<file path="src/design/tahr_pkg.sv">
// ----------------------------------------------------------------------------
// tahr_pkg
// shared types and constants of the triggered attack/hold/release envelope
// ----------------------------------------------------------------------------
package tahr_pkg;

  localparam int TIME_W    = 22;
  localparam int DELTA_W   = 16;
  localparam int EVENT_W   = 16;
  localparam int MAX_STEPS = 4;
  localparam int STEP_W    = 3;
  localparam int ADDR_W    = 4;
  localparam int DATA_W    = 32;

  localparam logic [TIME_W-1:0] ATTACK_RST  = 22'd3277;
  localparam logic [TIME_W-1:0] HOLD_RST    = 22'd0;
  localparam logic [TIME_W-1:0] RELEASE_RST = 22'd39322;

  localparam logic [1:0] REG_ATTACK  = 2'd0;
  localparam logic [1:0] REG_HOLD    = 2'd1;
  localparam logic [1:0] REG_RELEASE = 2'd2;

  typedef enum logic [1:0] {
    PH_IDLE    = 2'd0,
    PH_ATTACK  = 2'd1,
    PH_HOLD    = 2'd2,
    PH_RELEASE = 2'd3
  } phase_t;

  typedef enum logic [2:0] {
    ST_IDLE,
    ST_EVAL,
    ST_NEED,
    ST_DIV,
    ST_DONE
  } state_t;

  typedef struct packed {
    logic load;
    logic seg_jump;
    logic hold_step;
    logic mul_load;
    logic need_apply;
    logic div_start;
    logic div_apply;
    logic out_load;
  } cmd_t;

  typedef struct packed {
    phase_t phase;
    logic   trig;
    logic   rem_zero;
    logic   steps_done;
    logic   attack_zero;
    logic   release_zero;
    logic   rem_ge_need;
    logic   div_done;
  } status_t;

endpackage

</file>
<file path="src/design/tahr_div.sv">
// ----------------------------------------------------------------------------
// tahr_div
// restoring divider, one quotient bit per cycle
// ----------------------------------------------------------------------------
module tahr_div #(
  parameter int DVD_W = 31,
  parameter int DVS_W = 22
) (
  input  logic             clk,
  input  logic             rst_n,
  input  logic             start,
  input  logic [DVD_W-1:0] dividend,
  input  logic [DVS_W-1:0] divisor,
  output logic             done,
  output logic [DVD_W-1:0] quotient
);

  localparam int CNT_W = $clog2(DVD_W + 1);

  logic             run_r, run_nxt;
  logic             done_r, done_nxt;
  logic [CNT_W-1:0] cnt_r, cnt_nxt;
  logic [DVD_W-1:0] dvd_r, dvd_nxt;
  logic [DVD_W-1:0] q_r, q_nxt;
  logic [DVS_W-1:0] part_r, part_nxt;
  logic [DVS_W-1:0] dvs_r, dvs_nxt;
  logic [DVS_W:0]   trial;
  logic             ge;

  assign trial = {part_r, dvd_r[DVD_W-1]};
  assign ge    = trial >= {1'b0, dvs_r};

  always_comb begin
    run_nxt  = run_r;
    done_nxt = 1'b0;
    cnt_nxt  = cnt_r;
    dvd_nxt  = dvd_r;
    q_nxt    = q_r;
    part_nxt = part_r;
    dvs_nxt  = dvs_r;
    if (start) begin
      run_nxt  = 1'b1;
      cnt_nxt  = CNT_W'(DVD_W);
      dvd_nxt  = dividend;
      q_nxt    = '0;
      part_nxt = '0;
      dvs_nxt  = divisor;
    end else if (run_r) begin
      part_nxt = ge ? DVS_W'(trial - {1'b0, dvs_r}) : trial[DVS_W-1:0];
      q_nxt    = {q_r[DVD_W-2:0], ge};
      dvd_nxt  = {dvd_r[DVD_W-2:0], 1'b0};
      cnt_nxt  = cnt_r - CNT_W'(1);
      if (cnt_r == CNT_W'(1)) begin
        run_nxt  = 1'b0;
        done_nxt = 1'b1;
      end
    end
  end

  always_ff @(posedge clk) begin
    if (!rst_n) begin
      run_r  <= 1'b0;
      done_r <= 1'b0;
      cnt_r  <= '0;
    end else begin
      run_r  <= run_nxt;
      done_r <= done_nxt;
      cnt_r  <= cnt_nxt;
    end
  end

  always_ff @(posedge clk) begin
    dvd_r  <= dvd_nxt;
    q_r    <= q_nxt;
    part_r <= part_nxt;
    dvs_r  <= dvs_nxt;
  end

  assign done     = done_r;
  assign quotient = q_r;

endmodule

</file>
<file path="src/design/tahr_ctrl.sv">
// ----------------------------------------------------------------------------
// tahr_ctrl
// sequencer: walks the phase segments of one tick and hands off the result
// ----------------------------------------------------------------------------
module tahr_ctrl (
  input  logic              clk,
  input  logic              rst_n,
  input  logic              in_valid,
  output logic              in_stall,
  output logic              out_valid,
  input  logic              out_stall,
  input  tahr_pkg::status_t st,
  output tahr_pkg::cmd_t    cmd
);

  tahr_pkg::state_t state_r, state_nxt;
  logic             out_valid_r, out_valid_nxt;
  logic             loop_end;
  logic             out_free;

  assign loop_end = st.steps_done || st.rem_zero || (st.phase == tahr_pkg::PH_IDLE);
  assign out_free = !out_valid_r || !out_stall;

  always_comb begin
    state_nxt = state_r;
    unique case (state_r)
      tahr_pkg::ST_IDLE: begin
        if (in_valid) state_nxt = tahr_pkg::ST_EVAL;
      end
      tahr_pkg::ST_EVAL: begin
        if (loop_end) begin
          state_nxt = tahr_pkg::ST_DONE;
        end else begin
          unique case (st.phase)
            tahr_pkg::PH_ATTACK:  state_nxt = st.attack_zero ? tahr_pkg::ST_EVAL
                                                             : tahr_pkg::ST_NEED;
            tahr_pkg::PH_HOLD:    state_nxt = st.trig ? tahr_pkg::ST_DONE
                                                      : tahr_pkg::ST_EVAL;
            tahr_pkg::PH_RELEASE: state_nxt = st.release_zero ? tahr_pkg::ST_EVAL
                                                              : tahr_pkg::ST_NEED;
            default:              state_nxt = tahr_pkg::ST_DONE;
          endcase
        end
      end
      tahr_pkg::ST_NEED: begin
        state_nxt = st.rem_ge_need ? tahr_pkg::ST_EVAL : tahr_pkg::ST_DIV;
      end
      tahr_pkg::ST_DIV: begin
        if (st.div_done) state_nxt = tahr_pkg::ST_EVAL;
      end
      tahr_pkg::ST_DONE: begin
        if (out_free) state_nxt = tahr_pkg::ST_IDLE;
      end
      default: state_nxt = tahr_pkg::ST_IDLE;
    endcase
  end

  always_comb begin
    cmd = '0;
    unique case (state_r)
      tahr_pkg::ST_IDLE: cmd.load = in_valid;
      tahr_pkg::ST_EVAL: begin
        if (!loop_end) begin
          unique case (st.phase)
            tahr_pkg::PH_ATTACK: begin
              cmd.seg_jump = st.attack_zero;
              cmd.mul_load = !st.attack_zero;
            end
            tahr_pkg::PH_HOLD:    cmd.hold_step = !st.trig;
            tahr_pkg::PH_RELEASE: begin
              cmd.seg_jump = st.release_zero;
              cmd.mul_load = !st.release_zero;
            end
            default: ;
          endcase
        end
      end
      tahr_pkg::ST_NEED: begin
        cmd.need_apply = st.rem_ge_need;
        cmd.div_start  = !st.rem_ge_need;
      end
      tahr_pkg::ST_DIV:  cmd.div_apply = st.div_done;
      tahr_pkg::ST_DONE: cmd.out_load  = out_free;
      default: ;
    endcase
  end

  always_comb begin
    out_valid_nxt = out_valid_r;
    if (cmd.out_load) out_valid_nxt = 1'b1;
    else if (!out_stall) out_valid_nxt = 1'b0;
  end

  always_ff @(posedge clk) begin
    if (!rst_n) begin
      state_r     <= tahr_pkg::ST_IDLE;
      out_valid_r <= 1'b0;
    end else begin
      state_r     <= state_nxt;
      out_valid_r <= out_valid_nxt;
    end
  end

  assign in_stall  = state_r != tahr_pkg::ST_IDLE;
  assign out_valid = out_valid_r;

endmodule

</file>
<file path="src/design/tahr_dp.sv">
// ----------------------------------------------------------------------------
// tahr_dp
// envelope state, segment arithmetic, divider and result register
// ----------------------------------------------------------------------------
module tahr_dp #(
  parameter int FRAC_BITS = 16
) (
  input  logic                         clk,
  input  logic                         rst_n,
  input  tahr_pkg::cmd_t               cmd,
  output tahr_pkg::status_t            st,
  input  logic [tahr_pkg::TIME_W-1:0]  attack_time,
  input  logic [tahr_pkg::TIME_W-1:0]  hold_time,
  input  logic [tahr_pkg::TIME_W-1:0]  release_time,
  input  logic [tahr_pkg::DELTA_W-1:0] tick_delta,
  input  logic                         event_valid,
  input  logic [tahr_pkg::EVENT_W-1:0] event_id,
  output logic [FRAC_BITS:0]           envelope_level,
  output logic [1:0]                   envelope_phase
);

  localparam int TW        = tahr_pkg::TIME_W;
  localparam int LVL_W     = FRAC_BITS + 1;
  localparam int REM_W     = FRAC_BITS - 1;
  localparam int PROD_W    = LVL_W + TW;
  localparam int NEED_W    = PROD_W - FRAC_BITS;
  localparam int DVD_W     = REM_W + FRAC_BITS;
  localparam int CMP_W     = (REM_W > TW) ? REM_W : TW;
  localparam int DELTA_MIN = (1 << FRAC_BITS) / 120;
  localparam int DELTA_MAX = (1 << FRAC_BITS) / 4;
  localparam logic [LVL_W-1:0] ONE = {1'b1, {FRAC_BITS{1'b0}}};

  tahr_pkg::phase_t             phase_r, phase_nxt;
  logic [LVL_W-1:0]             level_r, level_nxt;
  logic [TW-1:0]                hold_left_r, hold_left_nxt;
  logic [tahr_pkg::EVENT_W-1:0] last_event_r, last_event_nxt;
  logic                         event_seen_r, event_seen_nxt;
  logic                         trig_r, trig_nxt;
  logic [REM_W-1:0]             rem_r, rem_nxt;
  logic [tahr_pkg::STEP_W-1:0]  step_r, step_nxt;
  logic [PROD_W-1:0]            prod_r;
  logic [LVL_W-1:0]             out_level_r;
  tahr_pkg::phase_t             out_phase_r;

  logic [31:0]       delta_ext;
  logic [REM_W-1:0]  rem_ld;
  logic              trig_ld;
  logic [LVL_W-1:0]  mul_a;
  logic [TW-1:0]     mul_b;
  logic [NEED_W-1:0] need;
  logic [CMP_W-1:0]  used;
  logic [LVL_W-1:0]  headroom;
  logic              div_done;
  logic [DVD_W-1:0]  quot;

  assign delta_ext = 32'(tick_delta);
  always_comb begin
    if (delta_ext < 32'(DELTA_MIN)) rem_ld = REM_W'(DELTA_MIN);
    else if (delta_ext > 32'(DELTA_MAX)) rem_ld = REM_W'(DELTA_MAX);
    else rem_ld = REM_W'(delta_ext);
  end

  assign trig_ld  = event_valid && (!event_seen_r || (event_id != last_event_r));
  assign mul_a    = (phase_r == tahr_pkg::PH_ATTACK) ? ONE - level_r : level_r;
  assign mul_b    = (phase_r == tahr_pkg::PH_ATTACK) ? attack_time : release_time;
  assign need     = prod_r[PROD_W-1:FRAC_BITS];
  assign used     = (CMP_W'(rem_r) < CMP_W'(hold_left_r)) ? CMP_W'(rem_r)
                                                          : CMP_W'(hold_left_r);
  assign headroom = ONE - level_r;

  tahr_div #(
    .DVD_W (DVD_W),
    .DVS_W (TW)
  ) u_div (
    .clk      (clk),
    .rst_n    (rst_n),
    .start    (cmd.div_start),
    .dividend ({rem_r, {FRAC_BITS{1'b0}}}),
    .divisor  (mul_b),
    .done     (div_done),
    .quotient (quot)
  );

  always_comb begin
    phase_nxt      = phase_r;
    level_nxt      = level_r;
    hold_left_nxt  = hold_left_r;
    last_event_nxt = last_event_r;
    event_seen_nxt = event_seen_r;
    trig_nxt       = trig_r;
    rem_nxt        = rem_r;
    step_nxt       = step_r;
    if (cmd.seg_jump || cmd.hold_step || cmd.need_apply || cmd.div_apply) begin
      step_nxt = step_r + tahr_pkg::STEP_W'(1);
    end
    if (cmd.load) begin
      rem_nxt  = rem_ld;
      trig_nxt = trig_ld;
      step_nxt = '0;
      if (trig_ld) begin
        last_event_nxt = event_id;
        event_seen_nxt = 1'b1;
        phase_nxt      = tahr_pkg::PH_ATTACK;
        hold_left_nxt  = hold_time;
      end
    end
    if (cmd.seg_jump || cmd.need_apply) begin
      if (phase_r == tahr_pkg::PH_ATTACK) begin
        level_nxt = ONE;
        phase_nxt = tahr_pkg::PH_HOLD;
        if (cmd.need_apply) rem_nxt = REM_W'(NEED_W'(rem_r) - need);
      end else begin
        level_nxt = '0;
        phase_nxt = tahr_pkg::PH_IDLE;
        if (cmd.need_apply) rem_nxt = '0;
      end
    end
    if (cmd.hold_step) begin
      hold_left_nxt = TW'(CMP_W'(hold_left_r) - used);
      rem_nxt       = REM_W'(CMP_W'(rem_r) - used);
      if (CMP_W'(hold_left_r) == used) phase_nxt = tahr_pkg::PH_RELEASE;
    end
    if (cmd.div_apply) begin
      rem_nxt = '0;
      if (phase_r == tahr_pkg::PH_ATTACK) begin
        level_nxt = (quot >= DVD_W'(headroom)) ? ONE : level_r + LVL_W'(quot);
      end else begin
        level_nxt = (DVD_W'(level_r) > quot) ? level_r - LVL_W'(quot) : '0;
      end
    end
  end

  always_ff @(posedge clk) begin
    if (!rst_n) begin
      phase_r      <= tahr_pkg::PH_IDLE;
      level_r      <= '0;
      hold_left_r  <= '0;
      last_event_r <= '0;
      event_seen_r <= 1'b0;
      trig_r       <= 1'b0;
      step_r       <= '0;
    end else begin
      phase_r      <= phase_nxt;
      level_r      <= level_nxt;
      hold_left_r  <= hold_left_nxt;
      last_event_r <= last_event_nxt;
      event_seen_r <= event_seen_nxt;
      trig_r       <= trig_nxt;
      step_r       <= step_nxt;
    end
  end

  always_ff @(posedge clk) begin
    rem_r <= rem_nxt;
    if (cmd.mul_load) prod_r <= PROD_W'(mul_a) * PROD_W'(mul_b);
    if (cmd.out_load) begin
      out_level_r <= (phase_r == tahr_pkg::PH_IDLE) ? '0 : level_r;
      out_phase_r <= phase_r;
    end
  end

  always_comb begin
    st              = '0;
    st.phase        = phase_r;
    st.trig         = trig_r;
    st.rem_zero     = rem_r == '0;
    st.steps_done   = step_r == tahr_pkg::STEP_W'(tahr_pkg::MAX_STEPS);
    st.attack_zero  = attack_time == '0;
    st.release_zero = release_time == '0;
    st.rem_ge_need  = NEED_W'(rem_r) >= need;
    st.div_done     = div_done;
  end

  assign envelope_level = out_level_r;
  assign envelope_phase = out_phase_r;

endmodule

</file>
<file path="src/design/triggered_ahr_envelope.sv">
// ----------------------------------------------------------------------------
// triggered_ahr_envelope
// attack/hold/release envelope driven by timed ticks and event ids
//
// usage
//   input channel: one beat per tick with in_tick_delta, in_event_valid and
//   in_event_id; taken when in_valid is high and in_stall low
//   result channel: one beat per tick with out_envelope_level and
//   out_envelope_phase, held in an output register until taken
//   config: APB write of attack (0x0), hold (0x4), release (0x8) times
//   sequencing: a tick is loaded, then each segment is walked in order; a
//   zero-length or hold segment is stepped, a timed attack or release
//   segment is multiplied out and checked, and when a segment ends mid-way
//   the bit-serial divider runs, which sets the worst case
//   throughput: one tick at a time; in_stall stays high from acceptance
//   until the result is loaded into the output register
//   a stalled receiver holds the result; the next tick may be taken and
//   worked on meanwhile, and waits in the last step for the register
//   reset: phase idle, level zero, no event seen, registers at defaults
// ----------------------------------------------------------------------------
module triggered_ahr_envelope #(
  parameter int FRAC_BITS = 16
) (
  input  logic                           clk,
  input  logic                           rst_n,
  input  logic                           in_valid,
  output logic                           in_stall,
  input  logic [tahr_pkg::DELTA_W-1:0]   in_tick_delta,
  input  logic                           in_event_valid,
  input  logic [tahr_pkg::EVENT_W-1:0]   in_event_id,
  output logic                           out_valid,
  input  logic                           out_stall,
  output logic [FRAC_BITS:0]             out_envelope_level,
  output logic [1:0]                     out_envelope_phase,
  input  logic                           psel,
  input  logic                           penable,
  input  logic                           pwrite,
  input  logic [tahr_pkg::ADDR_W-1:0]    paddr,
  input  logic [tahr_pkg::DATA_W-1:0]    pwdata,
  output logic [tahr_pkg::DATA_W-1:0]    prdata,
  output logic                           pready
);

  localparam int TW = tahr_pkg::TIME_W;

  logic [TW-1:0]     attack_time_r, attack_time_nxt;
  logic [TW-1:0]     hold_time_r, hold_time_nxt;
  logic [TW-1:0]     release_time_r, release_time_nxt;
  logic              wr_en;
  logic [1:0]        reg_idx;
  tahr_pkg::cmd_t    cmd;
  tahr_pkg::status_t st;

  assign pready  = 1'b1;
  assign wr_en   = psel && penable && pwrite;
  assign reg_idx = paddr[3:2];

  always_comb begin
    attack_time_nxt  = attack_time_r;
    hold_time_nxt    = hold_time_r;
    release_time_nxt = release_time_r;
    if (wr_en) begin
      unique case (reg_idx)
        tahr_pkg::REG_ATTACK:  attack_time_nxt  = pwdata[TW-1:0];
        tahr_pkg::REG_HOLD:    hold_time_nxt    = pwdata[TW-1:0];
        tahr_pkg::REG_RELEASE: release_time_nxt = pwdata[TW-1:0];
        default: ;
      endcase
    end
  end

  always_comb begin
    unique case (reg_idx)
      tahr_pkg::REG_ATTACK:  prdata = tahr_pkg::DATA_W'(attack_time_r);
      tahr_pkg::REG_HOLD:    prdata = tahr_pkg::DATA_W'(hold_time_r);
      tahr_pkg::REG_RELEASE: prdata = tahr_pkg::DATA_W'(release_time_r);
      default:               prdata = '0;
    endcase
  end

  always_ff @(posedge clk) begin
    if (!rst_n) begin
      attack_time_r  <= tahr_pkg::ATTACK_RST;
      hold_time_r    <= tahr_pkg::HOLD_RST;
      release_time_r <= tahr_pkg::RELEASE_RST;
    end else begin
      attack_time_r  <= attack_time_nxt;
      hold_time_r    <= hold_time_nxt;
      release_time_r <= release_time_nxt;
    end
  end

  tahr_ctrl u_ctrl (
    .clk       (clk),
    .rst_n     (rst_n),
    .in_valid  (in_valid),
    .in_stall  (in_stall),
    .out_valid (out_valid),
    .out_stall (out_stall),
    .st        (st),
    .cmd       (cmd)
  );

  tahr_dp #(
    .FRAC_BITS (FRAC_BITS)
  ) u_dp (
    .clk            (clk),
    .rst_n          (rst_n),
    .cmd            (cmd),
    .st             (st),
    .attack_time    (attack_time_r),
    .hold_time      (hold_time_r),
    .release_time   (release_time_r),
    .tick_delta     (in_tick_delta),
    .event_valid    (in_event_valid),
    .event_id       (in_event_id),
    .envelope_level (out_envelope_level),
    .envelope_phase (out_envelope_phase)
  );

endmodule
</file>
<file path="config.mk">
export PLATFORM = sky130hd
export DESIGN_NAME = triggered_ahr_envelope
export DESIGN_NICKNAME = d
export VERILOG_FILES = /design/src/design/tahr_pkg.sv /design/src/design/tahr_div.sv /design/src/design/tahr_ctrl.sv /design/src/design/tahr_dp.sv /design/src/design/triggered_ahr_envelope.sv
export SDC_FILE = /design/constraint.sdc
export NUM_CORES = 2
export LEC_CHECK = 0
export BUFFER_PORTS_ARGS = -buffer_cell sky130_fd_sc_hd__buf_2
export CAP_MARGIN = 20
export CORE_MARGIN = 2
export CORE_UTILIZATION = 30
export DETAILED_ROUTE_END_ITERATION = 8
export GPL_TIMING_DRIVEN = 0
export MAX_ROUTING_LAYER = met4
export SYNTH_ARGS = -nofsm -noshare
export SYNTH_HDL_FRONTEND = slang
export SYNTH_HIERARCHICAL = 1
export SYNTH_SLANG_ARGS = --single-unit
</file>
<file path="constraint.sdc">
create_clock -name clk -period 8.3 [get_ports clk]
set_clock_uncertainty 0.05 [all_clocks]
set_input_delay 2.075 -clock clk [delete_from_list [all_inputs] [get_ports clk]]
set_output_delay 2.075 -clock clk [all_outputs]
set_load 0.01 [all_outputs]
</file>
Yosys cells after proc, flatten, opt, wreduce, memory -nomap -nowiden:

Index checks and enable logic that the tools add are counted.

* logic and storage cells: 153
* input bits: 76
* output and inout bits: 54
* flip-flop bits (word level): 302

* magnitude comparators: 7
* add/subtract/negate cells: 9
* multipliers: 1
* bitwise logic cells: 2
* equal/unequal tests: 17
* reduce and logical (&&, ||, !) cells: 37
* multiplexer cells: 57

Operators with widths (number)
* 2-to-1 mux 22 bit: 6
* 2-to-1 mux 15 bit: 8
* 2-to-1 mux 17 bit: 7
* one-hot mux 22 bit (3 select lines): 1
* 2-to-1 mux 31 bit: 2
* zero test 22 bit: 2
* subtractor 22 bit: 2
* multiplier 17 x 22 -> 39 bit: 1
* >= comparator 31 x 17 -> 1 bit: 1
* greater-than comparator 17 x 31 -> 1 bit: 1
* subtractor 15 bit: 2
* >= comparator 15 x 23 -> 1 bit: 1
* >= comparator 23 x 22 -> 1 bit: 1
* == test 22 bit: 1
* less-than comparator 15 x 22 -> 1 bit: 1
* 2-to-1 mux 3 bit: 7
* 2-to-1 mux 2 bit: 10
* adder 17 bit: 1
* subtractor 17 bit: 1
* subtractor 17 bit (first input constant): 1
* greater-than comparator 16 x 15 -> 1 bit (second input constant): 1
* less-than comparator 16 x 10 -> 1 bit (second input constant): 1
* inequality test 16 bit: 1
* zero test 15 bit: 1
* 27 further kinds: 69

Depth between registers and ports, before layout:

* depth in word-level cells: 9
* mapped depth: 32
* mapped depth without buffers: 31

Hierarchy:

Netlist, hierarchy kept.

Modules (own cells, without submodules)
* tahr_dp: seq. area each 2802.7 µm², area an instance 21592.0 µm², cells each 2591, times used 1
* tahr_div: seq. area each 2792.7 µm², area an instance 5582.9 µm², cells each 499, times used 1
* triggered_ahr_envelope: seq. area each 1321.3 µm², area an instance 3070.4 µm², cells each 345, times used 1
* tahr_ctrl: seq. area each 80.1 µm², area an instance 331.6 µm², cells each 38, times used 1

Least setup slack after synthesis:

No wires, ideal clock.

* kind: register to register
* start point: reg u_dp.level_r[1]
* end point: reg u_dp.prod_r[37], data pin
* slack: -0.130 ns
* data arrival time: 8.122 ns
* data required time: 7.992 ns
* cell stages (with the launch flop): 30
* period minus slack after synthesis: 8.430 ns
* cell sequence: dfxtp_1 -> inv_1 -> ha_1 -> nand2_1 -> or3_1 -> or3_1 -> or3_4 -> nor3_4 -> nand3_2 -> xor2_1 -> buf_6 -> nor2_2 -> fa_1 -> fa_1 -> fa_1 -> fa_1 -> fa_1 -> inv_1 -> fa_1 -> inv_1 -> ha_1 -> nand2_1 -> o21ai_0 -> o31ai_1 -> a311o_1 -> o21ai_0 -> o22ai_1 -> o2111ai_1 -> a21oi_1 -> xnor2_1

* word-level cells in the longest chain between the ends: 3

Ends and longest elaborated chain
* start: declaration: line tahr_dp.sv:34 `logic [LVL_W-1:0] level_r, level_nxt;`
* start signal: assignment: line tahr_dp.sv:144 `level_r <= level_nxt;`
* subtractor 17 bit: line tahr_dp.sv:64 `assign mul_a = (phase_r == tahr_pkg::PH_ATTACK) ? ONE - level_r : level_r;`
* 2-to-1 mux 17 bit *: line tahr_dp.sv:64
* multiplier 17 x 22 -> 39 bit *: line tahr_dp.sv:155 `if (cmd.mul_load) prod_r <= PROD_W'(mul_a) * PROD_W'(mul_b);`
* end signal: assignment: line tahr_dp.sv:155
* end: declaration: line tahr_dp.sv:41 `logic [PROD_W-1:0] prod_r;`

Every way passes the cells marked *; elsewhere a longest branch is shown, timed or not.
A chain may end at the register's enable or synchronous reset.

Final worst setup path:

* start point: reg u_dp.level_r[1]
* end point: reg u_dp.prod_r[29], data pin

The elaborated chain is that of the path after synthesis.

==> run_results.csv <==
group,metric,value,unit
status,run_status,"finished, final reports clean",
logic_synthesis,synth_enable_flop_cells,95,
job,maxCapViolCount,0,
logic_synthesis,synth.cell_area,30600,um2
pwr,powerDensity,149,nW/um2
timing,min_period_over_period,0.998,
route,route.antenna.remaining_nets,0,
setup_path,reg2reg_setup_slack,0.02,ns
die,rows,117,
global_route,gr-total-overflow,0,
timing,finalWorstPathRequiredPeriod,8.28,ns
final_layout,filler_cell_count,10300,
hold_path,hold_path_class,"flip-flop to flip-flop",
placed_design,globalplace.congestion,0.983,
global_route,antenna_found_initial,5,
die,die-area,104000,um2
die,initial_utilization,0.301,
setup_path,max_stage_delay,0.56,ns
route,avgViaCountPerCell,5.05,
final_layout,drive_gt1_frac,0.138,
route,routedWlPerCell,19.3,um
logic_synthesis,ys_types,103,
logic_synthesis,syn_area_per_cell,8.80,um2
cts,worst_setup_hold_path_clk_slew,0.06,ns
route,totalWireLength,98.8,mm
timing,final-max-slew-violation-count,0,
setup_path,worst-path-max-fanout,3,
timing,hold_viol_final,0,
logic_synthesis,ys_seq_elements,302,
logic_synthesis,async_set_or_reset_register_ratio_after_synthesis,0,
timing,finalSetupViolCount,0,
final_layout,syn2layout_area_growth,17.0,%
setup_path,path_common_cell,"sky130_fd_sc_hd__fa_1",
timing,peak_clock_frequency_supported_by_timing,121,MHz
placed_design,place_inst,4979,
cts,cts_tree,"yes",
timing,transition_time_at_the_pin_with_the_least_slew_margin,0.995,ns
route,drc,0,
logic_synthesis,synth_flop_cell,"sky130_fd_sc_hd__dfxtp_1",
pwr,vdd_drop_max,0.124,mV
cts,cts.sinks,302,
logic_synthesis,synth_sequential_area_ratio,0.229,
cts,cts_h_tree_depth,2,
placed_design,dpl.hpwl,76.7,mm
setup_path,critical_path_arrival,8.54,ns
setup_path,crit_slowest_cell,"sky130_fd_sc_hd__fa_1",
setup_path,critical_path.top_delay_family,"adder cells",
final_layout,final_core_util,0.353,
timing,final_setup_tns,0,ns
global_route,vias_in_the_first_global_route,25700,
route,via_count_of_the_routed_design,25800,
setup_path,timing.critical_path.to_type,"flip-flop",
setup_path,setup.worst_path.start_class,"flip-flop",
setup_path,critPathRequiredTime,8.56,ns
setup_path,worst_setup_path_category,"flip-flop to flip-flop",
cts,clock_tree.buffer_depth,3,
route,drt_iter0_drc,2369,
route,firstDrtPassIters,6,
global_route,grt_max_degree,25,
die,die_w,323,um
die,core-area,101000,um2
timing,max-slew-margin-rel,0.332,
logic_synthesis,syn-instance-count,3473,
pwr,total_leakage_power,16.1,nW
final_layout,stdcell_count,5113,
cts,clock_insertion_delay_worst_skew,0.58,ns
logic_synthesis,yosys_warnings,6,
cts,clock_root_buffer,"sky130_fd_sc_hd__clkbuf_16",
global_route,gr-usage-all-layers,0.195,
cts,numCtsBuffers,38,
final_layout,layout.nets,4339,
timing,grt_setup_unrepaired,"true",
cts,cts_hold_buf,0,
die,chipHeight,323,um
die,boundaryPins,130,
global_route,grt_first_pass_wirelength,153,mm
setup_path,worst-path-buf-inv,10,
placed_design,placement.io_buffers,106,
flip-flops by register name, summed over array words and instances (netlist names):
signal	count
u_dp/u_div/dvd_r	31
u_dp/u_div/quotient	31
u_dp/prod_r	23
attack_time_r	22
hold_time_r	22
release_time_r	22
u_dp/hold_left_r	22
u_dp/u_div/dvs_r	22
u_dp/u_div/part_r	22
u_dp/envelope_level	17
u_dp/level_r	17
u_dp/last_event_r	16
u_dp/rem_r	15
u_dp/u_div/cnt_r	5
u_ctrl/state_r	3
u_dp/step_r	3
u_dp/envelope_phase	2
u_dp/phase_r	2
u_ctrl/out_valid	1
u_dp/event_seen_r	1
u_dp/trig_r	1
u_dp/u_div/done	1
u_dp/u_div/run_r	1
synth_stat cells (6+ instances only):
cell type                  count  area (um2)
sky130_fd_sc_hd__inv_1       510        1910
sky130_fd_sc_hd__nand2_1     482        1810
sky130_fd_sc_hd__fa_1        303        6070
sky130_fd_sc_hd__nor2_1      260         976
sky130_fd_sc_hd__ha_1        246        3080
sky130_fd_sc_hd__dfxtp_1     207        4140
sky130_fd_sc_hd__mux2i_1     152        1520
sky130_fd_sc_hd__a21oi_1     139         696
sky130_fd_sc_hd__clkbuf_1    104         390
sky130_fd_sc_hd__o21ai_0     102         510
sky130_fd_sc_hd__edfxtp_1     95        2850
sky130_fd_sc_hd__xnor2_1      73         639
sky130_fd_sc_hd__xor2_1       73         639
sky130_fd_sc_hd__a21o_1       48         360
sky130_fd_sc_hd__a211oi_1     45         338
sky130_fd_sc_hd__nor2b_1      44         275
sky130_fd_sc_hd__and2_1       37         231
sky130_fd_sc_hd__nand3_1      35         175
sky130_fd_sc_hd__nor3_1       34         170
sky130_fd_sc_hd__mux2_2       30         338
sky130_fd_sc_hd__nor4_1       30         188
sky130_fd_sc_hd__o211ai_1     29         218
sky130_fd_sc_hd__buf_1        22        82.6
sky130_fd_sc_hd__or3_1        21         131
sky130_fd_sc_hd__a31oi_1      19         119
sky130_fd_sc_hd__buf_4        19         143
sky130_fd_sc_hd__nand4_1      19         119
sky130_fd_sc_hd__nand2b_1     18         113
sky130_fd_sc_hd__o21a_1       16         120
sky130_fd_sc_hd__a22oi_1      13        97.6
sky130_fd_sc_hd__o22ai_1      13        81.3
sky130_fd_sc_hd__o311ai_0     12         105
sky130_fd_sc_hd__o31ai_1      12        90.1
sky130_fd_sc_hd__nor2_2       11        68.8
sky130_fd_sc_hd__and3_1       10        62.6
sky130_fd_sc_hd__buf_2        10        50.1
sky130_fd_sc_hd__a221oi_1      9        78.8
sky130_fd_sc_hd__nor3b_1       9        67.6
sky130_fd_sc_hd__o21bai_1      9        67.6
sky130_fd_sc_hd__or2_2         8        50.1
sky130_fd_sc_hd__a311oi_1      7        61.3
sky130_fd_sc_hd__buf_6         7        78.8
sky130_fd_sc_hd__a311o_1       6        60.1
sky130_fd_sc_hd__a41oi_1       6        52.6
worst paths after layout:
check        cells after the start                 start                   end
min                              2  u_dp/last_event_r[2]  u_dp/last_event_r[2]
max reg2reg                     35       u_dp/level_r[1]       u_dp/prod_r[29]
max                             35       u_dp/level_r[1]       u_dp/prod_r[29]
min reg2reg                      2  u_dp/last_event_r[2]  u_dp/last_event_r[2]
layer usage:
| metal | vias to the layer above | GRT usage | wire [um] | part of all wire |
|---|---|---|---|---|
| met5 | - | - | 0 | 0 |
| li1 | 11900 | - | - | - |
| met1 | 12700 | 0.259 | 43100 | 0.44 |
| met2 | 976 | 0.306 | 45400 | 0.46 |
| met3 | 198 | 0.0254 | 7040 | 0.071 |
| met4 | 0 | 0.0612 | 3370 | 0.034 |
logic make-up after synthesis:
family,Yosys count,synth area share
mux,182,0.0608
xor+xnor,149,0.0434
flops,302,0.229
fa+ha+maj,549,0.299
simple gates,1060,0.159
compound gates,547,0.119
other cells,3,0.000368
buf+inv,681,0.0890
per-stage QoR:
stage	total power [mW]	cell area, um2	setup slack, ns	hold slack (ns)
after detailed placement	3.61	33000	-2.11	0.408
after CTS	5.33	35300	0.000133	0.416
final	5.34	35800	0.0199	0.418
after floorplan	3.13	30700	0.0153	0.378
after global routing	5.63	35800	-0.185	0.441
after global placement	3.60	32900	-2.05	0.399
what timing repair did:
action                                  CTS  global route
buffers inserted                         42            23
cloned                                    0             1
gates resized for setup                 155            91
pin swaps                                52            43
endpoints found under the setup margin   23            17
placed cells by master, fill, tap and decap left out, types with 95 or more instances in the layout:
cell                         n
sky130_fd_sc_hd__inv_1     490
sky130_fd_sc_hd__fa_1      297
sky130_fd_sc_hd__ha_1      237
sky130_fd_sc_hd__dfxtp_1   200
sky130_fd_sc_hd__nand2_1   474
sky130_fd_sc_hd__nor2_1    248
sky130_fd_sc_hd__mux2i_1   139
sky130_fd_sc_hd__o21ai_0   100
sky130_fd_sc_hd__buf_2     118
sky130_fd_sc_hd__edfxtp_1   95
sky130_fd_sc_hd__a21oi_1   136
worst register-to-register path, delay by kind of cell (launching register included):
kind            cells  cell delay, ns
simple gates        8            1.51
xor+xnor            2            0.37
flops               1            0.36
compound gates      7            1.57
fa+ha+maj           8            3.26
buf+inv            10            0.88
power breakdown:
| group | switching, mW | internal (mW) |
|---|---|---|
| Clock | 0.704 | 0.994 |
| Combinational | 1.09 | 0.813 |
| Sequential | 0.119 | 1.62 |
area by class of cell:
class / instances / area, um2 / area share
plain buffers: 163 / 916 / 0.0256
diodes: 2 / 5.00 / 0.000140
inverters: 515 / 1940 / 0.0542
flip-flops and latches: 302 / 7020 / 0.196
repair buffers: 180 / 1200 / 0.0335
multi-input cells: 2514 / 21700 / 0.607
well taps: 1368 / 1710 / 0.0478
clock inverters: 21 / 234 / 0.00654
clock buffers: 48 / 1040 / 0.0290
Note: power is estimated with default switching activity, not from simulation.
